==> src/hdl/ipd_mem.sv <==
// Block byte store: one write port, one read port, registered read data.
module ipd_mem #(
    parameter int DEPTH = 512
) (
    input  logic                     clk,
    input  logic                     wr_en,
    input  logic [$clog2(DEPTH)-1:0] wr_addr,
    input  logic [7:0]               wr_data,
    input  logic                     rd_en,
    input  logic [$clog2(DEPTH)-1:0] rd_addr,
    output logic [7:0]               rd_data
);

    logic [7:0] store_mem [DEPTH];
    logic [7:0] rd_data_reg;

    always_ff @(posedge clk)
    begin
        if (wr_en)
        begin
            store_mem[wr_addr] <= wr_data;
        end
        if (rd_en)
        begin
            rd_data_reg <= store_mem[rd_addr];
        end
    end

    assign rd_data = rd_data_reg;

endmodule

==> config.mk <==
export PLATFORM = sky130hd
export DESIGN_NAME = ipd_mem
export DESIGN_NICKNAME = d
export VERILOG_FILES = /design/src/hdl/ipd_mem.sv
export SDC_FILE = /design/constraint.sdc
export NUM_CORES = 2
export LEC_CHECK = 0
export BUFFER_PORTS_ARGS = -buffer_cell sky130_fd_sc_hd__buf_4
export CAP_MARGIN = 25
export CORE_MARGIN = 2
export CORE_UTILIZATION = 45
export CTS_CLUSTER_SIZE = 14
export DETAILED_ROUTE_END_ITERATION = 10
export GPL_TIMING_DRIVEN = 0
export PLACE_DENSITY = 0.62
export SLEW_MARGIN = 15
export SYNTH_ARGS = -nofsm -noshare
export SYNTH_HDL_FRONTEND = slang
export SYNTH_SLANG_ARGS = --single-unit
==> constraint.sdc <==
create_clock -name clk -period 2.16 [get_ports clk]
set_input_delay 0.216 -clock clk [delete_from_list [all_inputs] [get_ports clk]]
set_output_delay 0.216 -clock clk [all_outputs]
set_load 0.01 [all_outputs]
---- After elaboration in Yosys (flattened, before gate mapping) ----
Memories as Yosys holds them, arrays and structs flattened. A register that Yosys moved wholly into a read port is not among the register bits.
Cells that the tools add are included.
word-level totals
  RAM bits ................................ 4096
  bits in registers ....................... 0
  memory bits (read-only) ................. 0
  bits in latches ......................... 0
  memories kept ........................... 1
  output and inout bits ................... 8
  input bits .............................. 29
  word-level logic and storage cells ...... 3
memory list
  name       depth  width  rd ports  clocked after memory_dff  wr ports  line  source
  store_mem  512    8      1         1                         1         14    logic [7:0] store_mem [DEPTH];
operators by class
  order comparisons ....................... 0
  reductions and logical operators ........ 0
  bitwise logic cells ..................... 0
  div/mod/pow operators ................... 0
  eq/ne operators ......................... 0
  multipliers ............................. 0
  add/subtract/negate cells ............... 0
  muxes and demuxes ....................... 2
  shift operators ......................... 0
operators with widths
  cell     number
  $mux W1  2

---- Longest topological paths before layout ----
  depth in word-level cells ............... 2
  gate-level depth with buffers ........... 12
  depth with buffers taken out ............ 7

---- Worst setup path before layout ----
Ideal clock, no wire load.
  path type ............................... input to register
  start point ............................. input rd_addr[0]
  end point ............................... register rd_data_reg[0] (netlist: rd_data[0]) (read register of store_mem) (data pin)
  library setup time ...................... 0.257 ns
  arrival time ............................ 2.070 ns
  data required time ...................... 1.903 ns
  slack ................................... -0.167 ns
  buffers on the path ..................... 4
  stages on the path ...................... 10
  cells stage by stage .................... buf_4 > buf_12 > buf_12 > buf_2 > mux4_2 > o21ai_0 > nand3_1 > nand4_1 > o21ai_0 > o2111a_1
RTL lines
  what         line  source
  from (decl)  10    input logic [$clog2(DEPTH)-1:0] rd_addr,
  to (decl)    15    logic [7:0] rd_data_reg;

==> out/results.ini <==
[run_status]
status = finished with violations
violations = hold timing, setup timing

[clocking]
max-clock-path-buffers = 4
cts_made_buffers = 417
clkTransAtPathRegs_ns = 0.07
cts_tree = done
cts_htree_levels = 5
cts-root-buf = clkbuf_16
clock_latency_ns = 1.00
cts_sinks = 4104

[final_layout]
final_area_um2 = 186100
area_growth_syn_to_layout_pct = 16.29
drive_gt1_share_pct = 24.64
final_core_util_pct = 52.68
largest_reg_flops = 4096
fin_nets = 8686

[floorplanning]
die_x_um = 600.3
placementRows = 218
die_y_um = 600.3
die-area_um2 = 360400
core_um2 = 353200
pin_count = 37
start_util_pct = 45.30

[setup_path]
worstPathMaxFanout = 10
crit_required_ns = 3.00
arrival_ns = 3.63
cp-end-kind = flip-flop
critPathKind = in -> reg
reg2reg_depth = 8
worstSetupStartpointType = input port

[sta]
clock.fmax_mhz = 358.4
hold_slack_ns = -0.03108
fin_tns_setup_ns = -23.13
hold_violations = 4
finalClockSkew_ns = 0.08287
tightest_slew_ns = 1.245
slew_headroom_pct = 17.00
period_minus_slack_ns = 2.791
min_period_over_period_pct = 129.2
layout_setup_ws_ns = -0.6305
rsz0062_at_grt = yes
drv_slew = 0
setup_viol_count_final = 340

[route]
drc = 0
drt-initial-drc-count = 17970
via_per_inst = 6.760
vias = 93150
first_pass_iters = 7
antenna_left = 0
wl_per_cell_um = 44.00
wl_mm = 606.3

[power]
power.density_nw_per_um2 = 924.7
peakVddDrop_uv = 769.8
leakagePower_nw = 59.09

[grt]
gr-total-overflow = 0
antenna_found_initial = 76
grt_pass1_vias = 87190
grt_first_pass_wirelength_mm = 787.7
grt_usage_pct = 32.84
grt_max_degree = 145

[run]
maxCapViolCount = 0

[placement]
placed_area_um2 = 169600
hpwl_mm = 430.1
pre_cts_ws_ns = -3.042
port_buffers = 32
gp_congestion = 1.017

[logic_synthesis]
synth_fp_nets = 8059
postSynthAreaPerCell_um2 = 19.93
netlist_instances = 8030
ys_types = 50
synth_edf_count = 4104
ys_warn_count = 0
synth_top_area_share_pct = 77.02
ys.flop_type = edfxtp_1
synth.area.top_cells = edfxtp_1 (77%), mux4_2 (9.2%), mux2i_1 (5.0%)
seq_area_frac_synth_pct = 77.02
async_reset_ff_share_pct = 0
synthesis.area_um2 = 160000
synth-seq-cells = 4104
synth_top_area_cell = edfxtp_1

[hold_path]
hp-class = in -> reg
worstHoldPathCells = 4

worst max-delay path, cell delays in order:
cell      delay [ns]
buf_4           0.32
inv_2           0.17
clkbuf_2        0.28
buf_12          0.25
clkbuf_1        0.26
buf_6           0.25
o221ai_1        0.11
a21oi_1         0.12
o21ai_2         0.38
nand4_1         0.28
nor4_4          0.52
o2111a_2        0.39
synth_stat cells, types with 17 or more instances:
| cell type | n |
|---|---|
| nand3_1 | 36 |
| mux4_2 | 654 |
| nand4_1 | 32 |
| buf_6 | 64 |
| a21oi_1 | 194 |
| o22ai_1 | 163 |
| edfxtp_1 | 4104 |
| o221ai_1 | 371 |
| o21ai_0 | 118 |
| nor3_1 | 109 |
| buf_2 | 57 |
| buf_4 | 70 |
| a211oi_1 | 17 |
| nand2_1 | 111 |
| clkbuf_1 | 265 |
| nor2_1 | 597 |
| and2_1 | 20 |
| a22oi_1 | 61 |
| mux2i_1 | 797 |
| nor4_1 | 36 |
| buf_1 | 41 |
what timing repair did:
action,CTS,global route
pin swaps,41,31
endpoints found under the hold margin,991,3
setup endpoints to repair,85,930
hold buffers,15,1
buffers inserted,5,2
gates resized for setup,482,245
power breakdown:
part | switching [mW] | total (mW) | internal (mW)
combinational | 8.37 | 11.6 | 3.25
sequential | 0.0280 | 87.8 | 87.7
clock | 31.2 | 72.7 | 41.5
total | 39.6 | 172 | 132
through the flow:
stage	power (mW)	instances
final	172.1	13780
after global routing	174.6	13740
after CTS	171.3	13720
after detailed placement	100.1	12940
after global placement	99.76	12790
after floorplan	93.66	8030
placed cells by master (no fill, tap or decap), types with 43 or more instances in the layout:
cell,netlist,final
edfxtp_1,4104,4104
mux2i_1,797,795
mux4_2,654,654
nor2_1,597,446
clkbuf_16,0,423
o221ai_1,371,293
a21oi_1,194,186
clkbuf_1,265,162
o22ai_1,163,153
nor2_2,0,138
buf_4,70,124
buf_6,64,114
clkbuf_2,0,101
nand2_1,111,99
nor3_1,109,97
clkinv_1,0,94
clkinv_2,0,80
o21ai_0,118,78
o221ai_2,1,65
clkbuf_4,0,62
a22oi_1,61,61
buf_16,0,61
buf_12,5,54
buf_8,11,47
bufinv_16,0,47
diode_2,0,45
buf_2,57,43
cells by family after synthesis:
logic type             count (synthesis)  synth area share [%]
AO/OA/AOI/OAI                        979                 4.311
buffers and inverters                516                 1.848
flip-flops                          4104                 77.02
multiplexers                        1451                 14.19
AND/OR/NAND/NOR                      980                 2.630
per-layer routing:
metal	wire length, µm	part of all wire, %	GRT usage, %
met4	47900	7.9	22.84
met5	901	0.15	0
met1	210800	35	42.48
met3	86870	14	11.07
met2	259900	43	46.77
area by class of cell:
class | count | area [µm²]
clock buffers | 512 | 10920
repair buffers | 209 | 3588
well taps | 4730 | 5918
clock inverters | 254 | 2557
fillers | 27290 | 167100
flip-flops and latches | 4104 | 123200
multi-input cells | 3410 | 35710
inverters | 3 | 15.01
diodes | 45 | 112.6
plain buffers | 512 | 4014
final timing paths:
| kind | from | to | slack (ns) |
|---|---|---|---|
| worst max-delay path | rd_addr[4] | rd_data[5]$_DFFE_PP_ | -0.63 |
| worst min-delay path | wr_addr[3] | store_mem[3][1]$_DFFE_PP_ | -0.03 |
| worst max register to register | store_mem[281][5]$_DFFE_PP_ | rd_data[5]$_DFFE_PP_ | -0.51 |
| worst min register to register | store_mem[415][0]$_DFFE_PP_ | rd_data[0]$_DFFE_PP_ | 1.49 |
Note: power is estimated with default switching activity, not from simulation.
