$ cat config.mk
export PLATFORM = sky130hd
export DESIGN_NAME = ipd_seq
export DESIGN_NICKNAME = d
export VERILOG_FILES = /design/src/hdl/ipd_pkg.sv /design/src/hdl/ipd_seq.sv
export SDC_FILE = /design/constraint.sdc
export NUM_CORES = 1
export LEC_CHECK = 0
export ABC_AREA = 1
export BUFFER_PORTS_ARGS = -buffer_cell sky130_fd_sc_hd__buf_4
export CAP_MARGIN = 10
export CORE_MARGIN = 2
export CORE_UTILIZATION = 40
export CTS_CLUSTER_DIAMETER = 80
export DETAILED_ROUTE_END_ITERATION = 10
export GPL_ROUTABILITY_DRIVEN = 0
export PLACE_DENSITY = 0.56
export SETUP_SLACK_MARGIN = 0.1
export SLEW_MARGIN = 20
export SYNTH_ARGS = -nofsm -noshare
export SYNTH_HDL_FRONTEND = slang
export SYNTH_SLANG_ARGS = --single-unit
$ cat constraint.sdc
create_clock -name clk -period 6.7 [get_ports clk]
set_input_delay 1.34 -clock clk [delete_from_list [all_inputs] [get_ports clk]]
set_output_delay 1.34 -clock clk [all_outputs]
set_load 0.005 [all_outputs]
$ cat src/hdl/ipd_pkg.sv
// Shared types, codes and nibble tables for the ISO 9796-1 pad decoder.
package ipd_pkg;

    localparam int KEY_W     = 13;
    localparam int KEY_ROUND = 13;
    localparam int T_SHIFT   = 4;
    localparam int T_W       = KEY_W + 1 - T_SHIFT;
    localparam int TWO_T_W   = T_W + 1;
    localparam int REC_LEN_W = 9;

    localparam logic [KEY_W-1:0]     KEY_BITS_RESET = 13'd1024;
    localparam logic [REC_LEN_W-1:0] REC_LEN_MAX    = '1;
    localparam logic [3:0]           TAIL_NIBBLE    = 4'h6;

    typedef enum logic {
        REQ_LOAD = 1'b0,
        REQ_READ = 1'b1
    } req_kind_t;

    typedef enum logic {
        KIND_STATUS = 1'b0,
        KIND_READ   = 1'b1
    } rsp_kind_t;

    typedef enum logic [1:0] {
        ST_OK     = 2'd0,
        ST_NIBBLE = 2'd1,
        ST_SECOND = 2'd2,
        ST_LENGTH = 2'd3
    } dec_status_t;

    typedef enum logic [3:0] {
        S_IDLE,
        S_TAIL_RD,
        S_TAIL_CHK,
        S_TAIL_FIX,
        S_SCAN_HI,
        S_SCAN_LO,
        S_SCAN_CHK,
        S_FINISH,
        S_STATUS,
        S_READ
    } ipd_state_t;

    typedef struct packed {
        logic       req_type;
        logic [7:0] data_in;
        logic       is_last;
        logic [7:0] read_index;
    } ipd_req_t;

    typedef struct packed {
        logic                 result_kind;
        logic [1:0]           status;
        logic [REC_LEN_W-1:0] recovered_length;
        logic [7:0]           pad_value;
        logic [7:0]           data_out;
        logic                 read_ok;
    } ipd_rsp_t;

    localparam logic [3:0] SHADOW_NIB [16] = '{
        4'he, 4'h3, 4'h5, 4'h8, 4'h9, 4'h4, 4'h2, 4'hf,
        4'h0, 4'hd, 4'hb, 4'h6, 4'h7, 4'ha, 4'hc, 4'h1
    };

    localparam logic [3:0] INVERSE_NIB [16] = '{
        4'h8, 4'hf, 4'h6, 4'h1, 4'h5, 4'h2, 4'hb, 4'hc,
        4'h3, 4'h4, 4'hd, 4'ha, 4'he, 4'h9, 4'h0, 4'h7
    };

    function automatic logic [7:0] shadow_byte(input logic [7:0] v);
        return {SHADOW_NIB[v[7:4]], SHADOW_NIB[v[3:0]]};
    endfunction

endpackage

$ cat src/hdl/ipd_seq.sv
// Load/decode/read sequencer working on the block store.
module ipd_seq #(
    parameter int MAX_BLOCK_BYTES = 512
) (
    input  logic                               clk,
    input  logic                               rst_n,
    input  logic                               req_valid,
    output logic                               req_ready,
    input  ipd_pkg::ipd_req_t                  req_item,
    input  logic [ipd_pkg::KEY_W-1:0]          key_bits,
    output logic                               res_valid,
    input  logic                               res_ready,
    output ipd_pkg::ipd_rsp_t                  res_item,
    output logic                               mem_wr_en,
    output logic [$clog2(MAX_BLOCK_BYTES)-1:0] mem_wr_addr,
    output logic [7:0]                         mem_wr_data,
    output logic                               mem_rd_en,
    output logic [$clog2(MAX_BLOCK_BYTES)-1:0] mem_rd_addr,
    input  logic [7:0]                         mem_rd_data
);

    import ipd_pkg::*;

    localparam int AW = $clog2(MAX_BLOCK_BYTES);
    localparam int CW = $clog2(MAX_BLOCK_BYTES + 1);
    localparam int LW = (CW > TWO_T_W) ? CW : TWO_T_W;
    localparam logic [CW-1:0] DEPTH_C = CW'(MAX_BLOCK_BYTES);

    ipd_state_t state_reg, state_next;

    logic [CW-1:0]        load_count_reg, load_count_next;
    logic [REC_LEN_W-1:0] out_length_reg, out_length_next;
    dec_status_t          last_status_reg, last_status_next;
    logic [AW-1:0]        boundary_pos_reg, boundary_pos_next;

    logic [7:0]    first_byte_reg, first_byte_next;
    logic          base_reg, base_next;
    logic [CW-1:0] len_reg, len_next;
    logic [7:0]    tail_byte_reg, tail_byte_next;
    logic [AW-1:0] pos_reg, pos_next;
    logic [T_W-1:0] pairs_reg, pairs_next;
    logic [7:0]    hi_byte_reg, hi_byte_next;
    logic          found_reg, found_next;
    logic [7:0]    x_reg, x_next;
    logic [AW-1:0] bnd_reg, bnd_next;
    logic [7:0]    pad_reg, pad_next;
    logic          read_ok_reg, read_ok_next;

    logic                 req_fire;
    logic                 is_load;
    logic                 is_read;
    logic                 lc_room;
    logic [CW-1:0]        lc_inc;
    logic [7:0]           first_now;
    logic                 lead_zero;
    logic [CW-1:0]        len_start;
    logic [KEY_W:0]       key_sum;
    logic [T_W-1:0]       t_val;
    logic [TWO_T_W-1:0]   two_t;
    logic [CW-1:0]        tail_pos;
    logic [AW-1:0]        tail_addr;
    logic                 nib_bad;
    logic                 len_short;
    logic [7:0]           fix_byte;
    logic [AW-1:0]        hi_addr;
    logic [AW-1:0]        next_hi_addr;
    logic [7:0]           x_now;
    logic                 hit;
    logic                 last_pair;
    logic [CW-1:0]        span;
    logic [LW-1:0]        half;
    logic [REC_LEN_W-1:0] rec_len_now;
    logic [AW-1:0]        rd_idx_addr;
    logic                 read_ok_now;
    logic                 dec_ok;

    assign req_ready = (state_reg == S_IDLE);
    assign req_fire  = req_valid && req_ready;
    assign is_load   = (req_item.req_type == REQ_LOAD);
    assign is_read   = (req_item.req_type == REQ_READ);

    assign lc_room   = (load_count_reg < DEPTH_C);
    assign lc_inc    = lc_room ? load_count_reg + CW'(1) : load_count_reg;
    assign first_now = (load_count_reg == '0) ? req_item.data_in : first_byte_reg;
    assign lead_zero = (first_now == 8'h00);
    assign len_start = lc_inc - CW'(lead_zero);

    // t = (key_bits + 13) / 16
    assign key_sum = {1'b0, key_bits} + (KEY_W + 1)'(KEY_ROUND);
    assign t_val   = key_sum[KEY_W:T_SHIFT];
    assign two_t   = {t_val, 1'b0};

    assign tail_pos  = len_reg + CW'(base_reg) - CW'(1);
    assign tail_addr = tail_pos[AW-1:0];
    assign nib_bad   = (mem_rd_data[3:0] != TAIL_NIBBLE);
    assign len_short = (len_reg < CW'(2)) || (LW'(len_reg) < LW'(two_t));
    assign fix_byte  = {INVERSE_NIB[mem_rd_data[7:4]], tail_byte_reg[7:4]};

    // pos_reg is the high byte of the pair, relative to the block start
    assign hi_addr      = AW'(base_reg) + pos_reg;
    assign next_hi_addr = hi_addr - AW'(2);
    assign x_now        = mem_rd_data ^ shadow_byte(hi_byte_reg);
    // the first pair (high byte at position 1) is excluded, so that pair never flags
    assign hit          = (x_now != 8'h00) && (pos_reg != AW'(1));
    assign last_pair    = (pairs_reg == T_W'(1));

    assign span        = len_reg - CW'(bnd_reg);
    assign half        = LW'(span >> 1);
    assign rec_len_now = (half > LW'(REC_LEN_MAX)) ? REC_LEN_MAX : half[REC_LEN_W-1:0];

    assign rd_idx_addr = boundary_pos_reg + AW'(1) + AW'({req_item.read_index, 1'b0});
    assign read_ok_now = ({1'b0, req_item.read_index} < out_length_reg);
    assign dec_ok      = (last_status_reg == ST_OK);

    // next state
    always_comb
    begin
        state_next = state_reg;
        unique case (state_reg)
            S_IDLE:
            begin
                if (req_fire && is_read)
                begin
                    state_next = S_READ;
                end
                else if (req_fire && req_item.is_last)
                begin
                    state_next = (len_start == '0) ? S_STATUS : S_TAIL_RD;
                end
            end
            S_TAIL_RD:
            begin
                state_next = S_TAIL_CHK;
            end
            S_TAIL_CHK:
            begin
                state_next = (nib_bad || len_short) ? S_STATUS : S_TAIL_FIX;
            end
            S_TAIL_FIX:
            begin
                state_next = (t_val == '0) ? S_FINISH : S_SCAN_HI;
            end
            S_SCAN_HI:
            begin
                state_next = S_SCAN_LO;
            end
            S_SCAN_LO:
            begin
                state_next = S_SCAN_CHK;
            end
            S_SCAN_CHK:
            begin
                if (hit && found_reg)
                begin
                    state_next = S_STATUS;
                end
                else if (last_pair)
                begin
                    state_next = S_FINISH;
                end
                else
                begin
                    state_next = S_SCAN_LO;
                end
            end
            S_FINISH:
            begin
                state_next = S_STATUS;
            end
            S_STATUS, S_READ:
            begin
                if (res_ready)
                begin
                    state_next = S_IDLE;
                end
            end
            default:
            begin
                state_next = S_IDLE;
            end
        endcase
    end

    // memory port and result outputs
    always_comb
    begin
        mem_wr_en   = 1'b0;
        mem_wr_addr = '0;
        mem_wr_data = 8'h00;
        mem_rd_en   = 1'b0;
        mem_rd_addr = '0;
        res_valid   = 1'b0;
        res_item    = '0;
        unique case (state_reg)
            S_IDLE:
            begin
                mem_wr_en   = req_fire && is_load && lc_room;
                mem_wr_addr = load_count_reg[AW-1:0];
                mem_wr_data = req_item.data_in;
                mem_rd_en   = req_fire && is_read && read_ok_now;
                mem_rd_addr = rd_idx_addr;
            end
            S_TAIL_RD:
            begin
                mem_rd_en   = 1'b1;
                mem_rd_addr = tail_addr;
            end
            S_TAIL_CHK:
            begin
                mem_rd_en   = 1'b1;
                mem_rd_addr = tail_addr - AW'(1);
            end
            S_TAIL_FIX:
            begin
                mem_wr_en   = 1'b1;
                mem_wr_addr = tail_addr;
                mem_wr_data = fix_byte;
            end
            S_SCAN_HI:
            begin
                mem_rd_en   = 1'b1;
                mem_rd_addr = hi_addr;
            end
            S_SCAN_LO:
            begin
                mem_rd_en   = 1'b1;
                mem_rd_addr = hi_addr - AW'(1);
            end
            S_SCAN_CHK:
            begin
                mem_rd_en   = !last_pair;
                mem_rd_addr = next_hi_addr;
            end
            S_FINISH:
            begin
                mem_rd_en = 1'b0;
            end
            S_STATUS:
            begin
                res_valid                 = 1'b1;
                res_item.result_kind      = KIND_STATUS;
                res_item.status           = last_status_reg;
                res_item.recovered_length = dec_ok ? out_length_reg : '0;
                res_item.pad_value        = dec_ok ? pad_reg : 8'h00;
            end
            S_READ:
            begin
                res_valid                 = 1'b1;
                res_item.result_kind      = KIND_READ;
                res_item.status           = last_status_reg;
                res_item.recovered_length = out_length_reg;
                res_item.data_out         = read_ok_reg ? mem_rd_data : 8'h00;
                res_item.read_ok          = read_ok_reg;
            end
            default:
            begin
                res_valid = 1'b0;
            end
        endcase
    end

    // datapath register updates
    always_comb
    begin
        load_count_next   = load_count_reg;
        out_length_next   = out_length_reg;
        last_status_next  = last_status_reg;
        boundary_pos_next = boundary_pos_reg;
        first_byte_next   = first_byte_reg;
        base_next         = base_reg;
        len_next          = len_reg;
        tail_byte_next    = tail_byte_reg;
        pos_next          = pos_reg;
        pairs_next        = pairs_reg;
        hi_byte_next      = hi_byte_reg;
        found_next        = found_reg;
        x_next            = x_reg;
        bnd_next          = bnd_reg;
        pad_next          = pad_reg;
        read_ok_next      = read_ok_reg;
        unique case (state_reg)
            S_IDLE:
            begin
                if (req_fire && is_load)
                begin
                    if (load_count_reg == '0)
                    begin
                        out_length_next = '0;
                        first_byte_next = req_item.data_in;
                    end
                    load_count_next = lc_inc;
                    if (req_item.is_last)
                    begin
                        load_count_next = '0;
                        base_next       = lead_zero;
                        len_next        = len_start;
                        if (len_start == '0)
                        begin
                            last_status_next = ST_LENGTH;
                        end
                    end
                end
                else if (req_fire && is_read)
                begin
                    read_ok_next = read_ok_now;
                end
            end
            S_TAIL_CHK:
            begin
                tail_byte_next = mem_rd_data;
                if (nib_bad)
                begin
                    last_status_next = ST_NIBBLE;
                end
                else if (len_short)
                begin
                    last_status_next = ST_LENGTH;
                end
            end
            S_TAIL_FIX:
            begin
                pos_next   = AW'(len_reg - CW'(1));
                pairs_next = t_val;
                found_next = 1'b0;
                bnd_next   = '0;
            end
            S_SCAN_LO:
            begin
                hi_byte_next = mem_rd_data;
            end
            S_SCAN_CHK:
            begin
                if (hit)
                begin
                    if (found_reg)
                    begin
                        last_status_next = ST_SECOND;
                    end
                    else
                    begin
                        found_next = 1'b1;
                        x_next     = x_now;
                        bnd_next   = pos_reg - AW'(1);
                    end
                end
                pos_next   = pos_reg - AW'(2);
                pairs_next = pairs_reg - T_W'(1);
            end
            S_FINISH:
            begin
                out_length_next   = rec_len_now;
                boundary_pos_next = AW'(base_reg) + bnd_reg;
                pad_next          = found_reg ? x_reg - 8'd1 : 8'h00;
                last_status_next  = ST_OK;
            end
            default:
            begin
                read_ok_next = read_ok_reg;
            end
        endcase
    end

    always_ff @(posedge clk or negedge rst_n)
    begin
        if (!rst_n)
        begin
            state_reg        <= S_IDLE;
            load_count_reg   <= '0;
            out_length_reg   <= '0;
            last_status_reg  <= ST_OK;
            boundary_pos_reg <= '0;
        end
        else
        begin
            state_reg        <= state_next;
            load_count_reg   <= load_count_next;
            out_length_reg   <= out_length_next;
            last_status_reg  <= last_status_next;
            boundary_pos_reg <= boundary_pos_next;
        end
    end

    always_ff @(posedge clk)
    begin
        first_byte_reg <= first_byte_next;
        base_reg       <= base_next;
        len_reg        <= len_next;
        tail_byte_reg  <= tail_byte_next;
        pos_reg        <= pos_next;
        pairs_reg      <= pairs_next;
        hi_byte_reg    <= hi_byte_next;
        found_reg      <= found_next;
        x_reg          <= x_next;
        bnd_reg        <= bnd_next;
        pad_reg        <= pad_next;
        read_ok_reg    <= read_ok_next;
    end

endmodule

# After elaboration in Yosys (flattened, before gate mapping)
# Memory sizes are Yosys's and may differ from the RTL's.
# Index checks and enable logic that the tools add are counted.
# Widths: inputs -> output; s select.
[word_totals]
output_inout_bits = 59
word_cells = 156
n_memories = 3
rom_bits = 192
regBits = 115
[classes]
n_mux = 49
n_addsub = 18
eq_ne = 22
n_reduce_logical = 32
magnitude_cmp = 8
bitwise_logic = 7
[mem_list]
columns = ["name", "depth", "width", "rd", "rd_clocked_by_memory_dff", "write_ports", "line", "rtl"]
rows = [
  ["(no name shown)", 16, 4, 1, 0, 0, "ipd_pkg.sv:72", "return {SHADOW_NIB[v[7:4]], SHADOW_NIB[v[3:0]]};"],
  ["(no name shown)", 16, 4, 1, 0, 0, "ipd_pkg.sv:72", ""],
  ["(no name shown)", 16, 4, 1, 0, 0, "ipd_seq.sv:97", "assign fix_byte = {INVERSE_NIB[mem_rd_data[7:4]], tail_byte_reg[7:4]};"],
]
[ops]
columns = ["cell", "n"]
rows = [
  ["$pmux 9 s2", 4],
  ["$mux 9", 7],
  ["$pmux 9 s6", 1],
  ["$mux 4", 12],
  ["$sub 9x1->9 const B", 5],
  ["$pmux 4 s9", 1],
  ["$mux 8", 4],
  ["$logic_not 10->1", 3],
  ["$pmux 12 s2", 1],
  ["$mux 10", 2],
  ["$pmux 10 s2", 1],
  ["$add 1x9->9", 2],
  ["$mux 2", 9],
  ["$sub 9x2->9 const B", 2],
  ["$eq 4x3->1 const B", 4],
  ["$pmux 8 s2", 1],
  ["$ge 5x5->1 const B", 3],
  ["$not 4->5", 3],
  ["$reduce_and 3->1", 5],
  ["$add 13x4->14 const B", 1],
  ["$lt 10x11->1", 1],
  ["$add 10x1->10 const B", 1],
  ["$eq 10x1->1 const B", 1],
  ["$lt 10x10->1 const B", 1],
  ["38 further kinds", 61],
]

# Depth between registers and ports, before layout
[logic_depth]
word_depth = 10
depth_mapped = 24

# Least setup slack after synthesis
# OpenSTA, ideal clock, no wires.
[synth_path]
path_kind = "input to output"
start = "in req_item[0] (netlist bit)"
end = "out mem_rd_addr[8]"
t_required_ps = 5360
path_buffers = 0
arrival_time_ps = 2696
setup_slack_ps = 2664
path_stages = 11
cell_sequence = "fa_1 > nand3_1 > nand3_1 > nand2_1 > nand2_1 > a21oi_1 > nor2_1 > o21ai_0 > nand3b_1 > nand3_1 > nand4_1"
[synth_via]
elab_chain_cells = 2
[synth_lines]
columns = ["element", "line", "rtl"]
rows = [
  ["from (decl)", "ipd_seq.sv:9", "input ipd_pkg::ipd_req_t req_item,"],
  ["$add 9x9->9", "ipd_seq.sv:111", "assign rd_idx_addr = boundary_pos_reg + AW'(1) + AW'({req_item.read_index, 1'b0});"],
  ["$pmux 9 s6", "ipd_seq.sv:194", "unique case (state_reg)"],
  ["to (decl)", "ipd_seq.sv:18", "output logic [$clog2(MAX_BLOCK_BYTES)-1:0] mem_rd_addr,"],
]
# No other way between the ends.

# Worst setup path in the final report
# Same ends and word-level chain as after synthesis.

==> flow_summary.ini <==
[clock_network]
cts_tree = built
cts_sinks = 111
htreeDepth = 3
cts_resized = 0
cts.reportedPaths.clkPinSlew_ns = 0.07
hold_buffers = 0
clkLatencyLatePin_ns = 0.37
cts_root_buffer = clkbuf_16
cts_buffer_depth = 2
post-cts-setup-buffer-count = 0
cts_buffers = 9

[sta]
drv_slew = 0
finalSetupTns_ns = 0
finalHoldViolations = 0
finalCriticalPeriod_ns = 4.56
skew_ns = 0.0127
max_freq_mhz = 219
max_slew_margin_pct = 31.9
worst_pin_slew_ns = 1.02
finalCritPeriodShare_pct = 68.0
grt_setup_unrepaired = false
setup-violations-final = 0

[drt]
drcViolationCount = 0
wl_met1_um = 11900
wl_per_cell_um = 15.4
wl_um = 24400
num_vias = 8000
drt-initial-drc-count = 518
highest_layer = met4
drt_pass1_iterations = 5
postRouteAntennaNets = 0
via_per_inst = 5.05
met2_length_um = 11000
dr_wl_met3_um = 1080

[final_layout]
multi_input_area_um2 = 4680
antenna_cells = 0
regArea_um2 = 3160
fill_cells = 2239
drive_above_1_share_pct = 14.0
fin_cells = 1584
areaGrowthSynthToFinish_pct = 15.0
nets = 1397

[global_routing]
grt_pass1_vias = 7603
antenna_found_initial = 0
grt_start_max_net_pins = 35
grt-ovfl-total = 0
grt_usage_pct = 21.3
grt_first_pass_wirelength_um = 39600

[setup_path]
reg2reg_slack_ns = 2.88
worst_path_max_delay_cell = fa_1
crit_top_cell = nand3_1
crit_required_ns = 5.36
cp_slowest_stage_delay_ns = 0.45
cp_max_fo = 3
crit_arrival_ns = 3.22
cp-start-kind = input port
crit_type = input port to output port
critPathCaptureType = output port
path_cells = buf_4 -> fa_1 -> nand3_1 -> nand3_1 -> nand2_1 -> nand2_1 -> a21oi_1 -> nor2_1 -> o21ai_0 -> nand3b_1 -> nand3_1 -> nand4_1 -> buf_4

[floorplan]
initial_core_util_pct = 40.5
core-area_um2 = 21600
die_w_um = 152
placementRows = 54
fp.dieArea_um2 = 23100
die_h_um = 152
io_pins = 102

[synth]
synth_cell_type_count = 51
ys.flop_type = edfxtp_1
synth_edf_count = 77
ys_warn_count = 0
netlist_area_um2 = 8750
synth.top_cell.area_share_pct = 26.4
synth.top_cells.by_area = edfxtp_1, nand2_1, dfrtp_1
synthesis.nets = 1300
ys_ff_latch = 111
postSynthAreaPerCell_um2 = 7.28
post-synth-top-area-cell = edfxtp_1
ys_seq_area_share_pct = 36.1
syn_inst = 1202
async_flop_share_pct = 30.6

[worst_hold_path]
hold_class = flip-flop to flip-flop

[flow_run]
maxCapViolCount = 0

[power]
power.density_cell_area_nw_per_um2 = 315
p_leak_nw = 4.81
max-vdd-ir-drop_mv = 0.206

[placement]
dp_hpwl_um = 19500
io_buffers = 101
dp.cells = 1568

[outcome]
status = finished clean
synth_stat cells, drive strengths merged (3+ instances only):
cell      n
dfrtp    34
buf       8
clkbuf   11
ha       53
o21ai    89
a21oi    48
o31ai     3
nor4      5
nand3    75
xor2     27
edfxtp   77
nand3b    6
o22ai    32
or2      10
nand2   285
nor2    146
xnor2    14
inv     211
a31oi     6
nand4    26
nor3     16
kinds of logic (layout without fill, tap and decap cells):
logic type | Yosys count | count (layout) | synth area share, %
adder cells (fa/ha/maj) | 55 | 55 | 8.04
AND/OR/NAND/NOR | 572 | 572 | 29.1
XOR/XNOR | 41 | 41 | 4.10
AO/OA/AOI/OAI | 192 | 192 | 12.2
flip-flops | 111 | 111 | 36.1
buffers and inverters | 231 | 333 | 10.4
layout make-up:
| type | count | area share (%) |
|---|---|---|
| Multi-Input combinational cell | 860 | 46.5 |
| Tap cell | 280 | 3.48 |
| Sequential cell | 111 | 31.4 |
| Timing Repair Buffer | 105 | 7.83 |
| Clock buffer | 11 | 2.41 |
| Inverter | 212 | 7.96 |
| Clock inverter | 5 | 0.398 |
per-stage QoR:
stage	hold WS, ns	util [%]	setup WS (ns)	cell area [µm²]	total power [mW]
2_1_floorplan	0.453	-	2.66	8750	2.09
3_3_place_gp	0.480	45.2	2.27	9780	2.63
3_5_place_dp	0.493	45.2	2.16	9780	2.65
4_1_cts	0.512	46.6	2.17	10100	3.19
5_1_grt	0.530	46.6	1.81	10100	3.43
6_report	0.504	46.6	2.14	10100	3.17
power breakdown:
| part | internal (mW) | switching (mW) | total (mW) | leakage (nW) |
|---|---|---|---|---|
| registers | 0.929 | 0.121 | 1.05 | 1.16 |
| logic | 0.583 | 1.01 | 1.59 | 3.51 |
| clock network | 0.268 | 0.265 | 0.533 | 0.142 |
| total | 1.78 | 1.39 | 3.17 | 4.81 |
final timing paths:
check                                    startpoint             endpoint  cells after the start
worst min-delay path            boundary_pos_reg[3]  boundary_pos_reg[3]                      2
max in group asynchronous                     rst_n    load_count_reg[7]                      1
min in group asynchronous                     rst_n    out_length_reg[0]                      1
worst min register to register  boundary_pos_reg[3]  boundary_pos_reg[3]                      2
worst max register to register    load_count_reg[2]   last_status_reg[0]                     21
worst max-delay path                    req_item[0]       mem_rd_addr[8]                     13
layout by cell type (no fill, tap or decap), types with 6 or more instances in the layout:
cell type,count
nand2_1,272
inv_1,197
nor2_1,129
buf_4,105
o21ai_0,81
edfxtp_1,77
nand3_1,70
ha_1,53
a21oi_1,48
dfrtp_1,34
o22ai_1,32
xor2_1,27
nand4_1,25
xnor2_1,14
nor3_1,14
inv_2,13
nor2_2,12
nand2_2,10
or2_2,9
clkbuf_16,9
o21ai_1,7
a31oi_1,6
nand3b_1,6
critical path: cells and delay by family:
| kind | cells | cell delay, ns |
|---|---|---|
| buf+inv | 2 | 0.30 |
| fa+ha+maj | 1 | 0.45 |
| simple gates | 8 | 0.76 |
| compound gates | 2 | 0.37 |
per-layer routing:
| metal | track usage [%] | vias to the layer above |
|---|---|---|
| li1 | - | 4149 |
| met4 | 5.56 | 0 |
| met2 | 33.8 | 188 |
| met3 | 2.71 | 22 |
| met5 | 0 | - |
| met1 | 30.8 | 3641 |
Power figures use the tool's default switching activity.
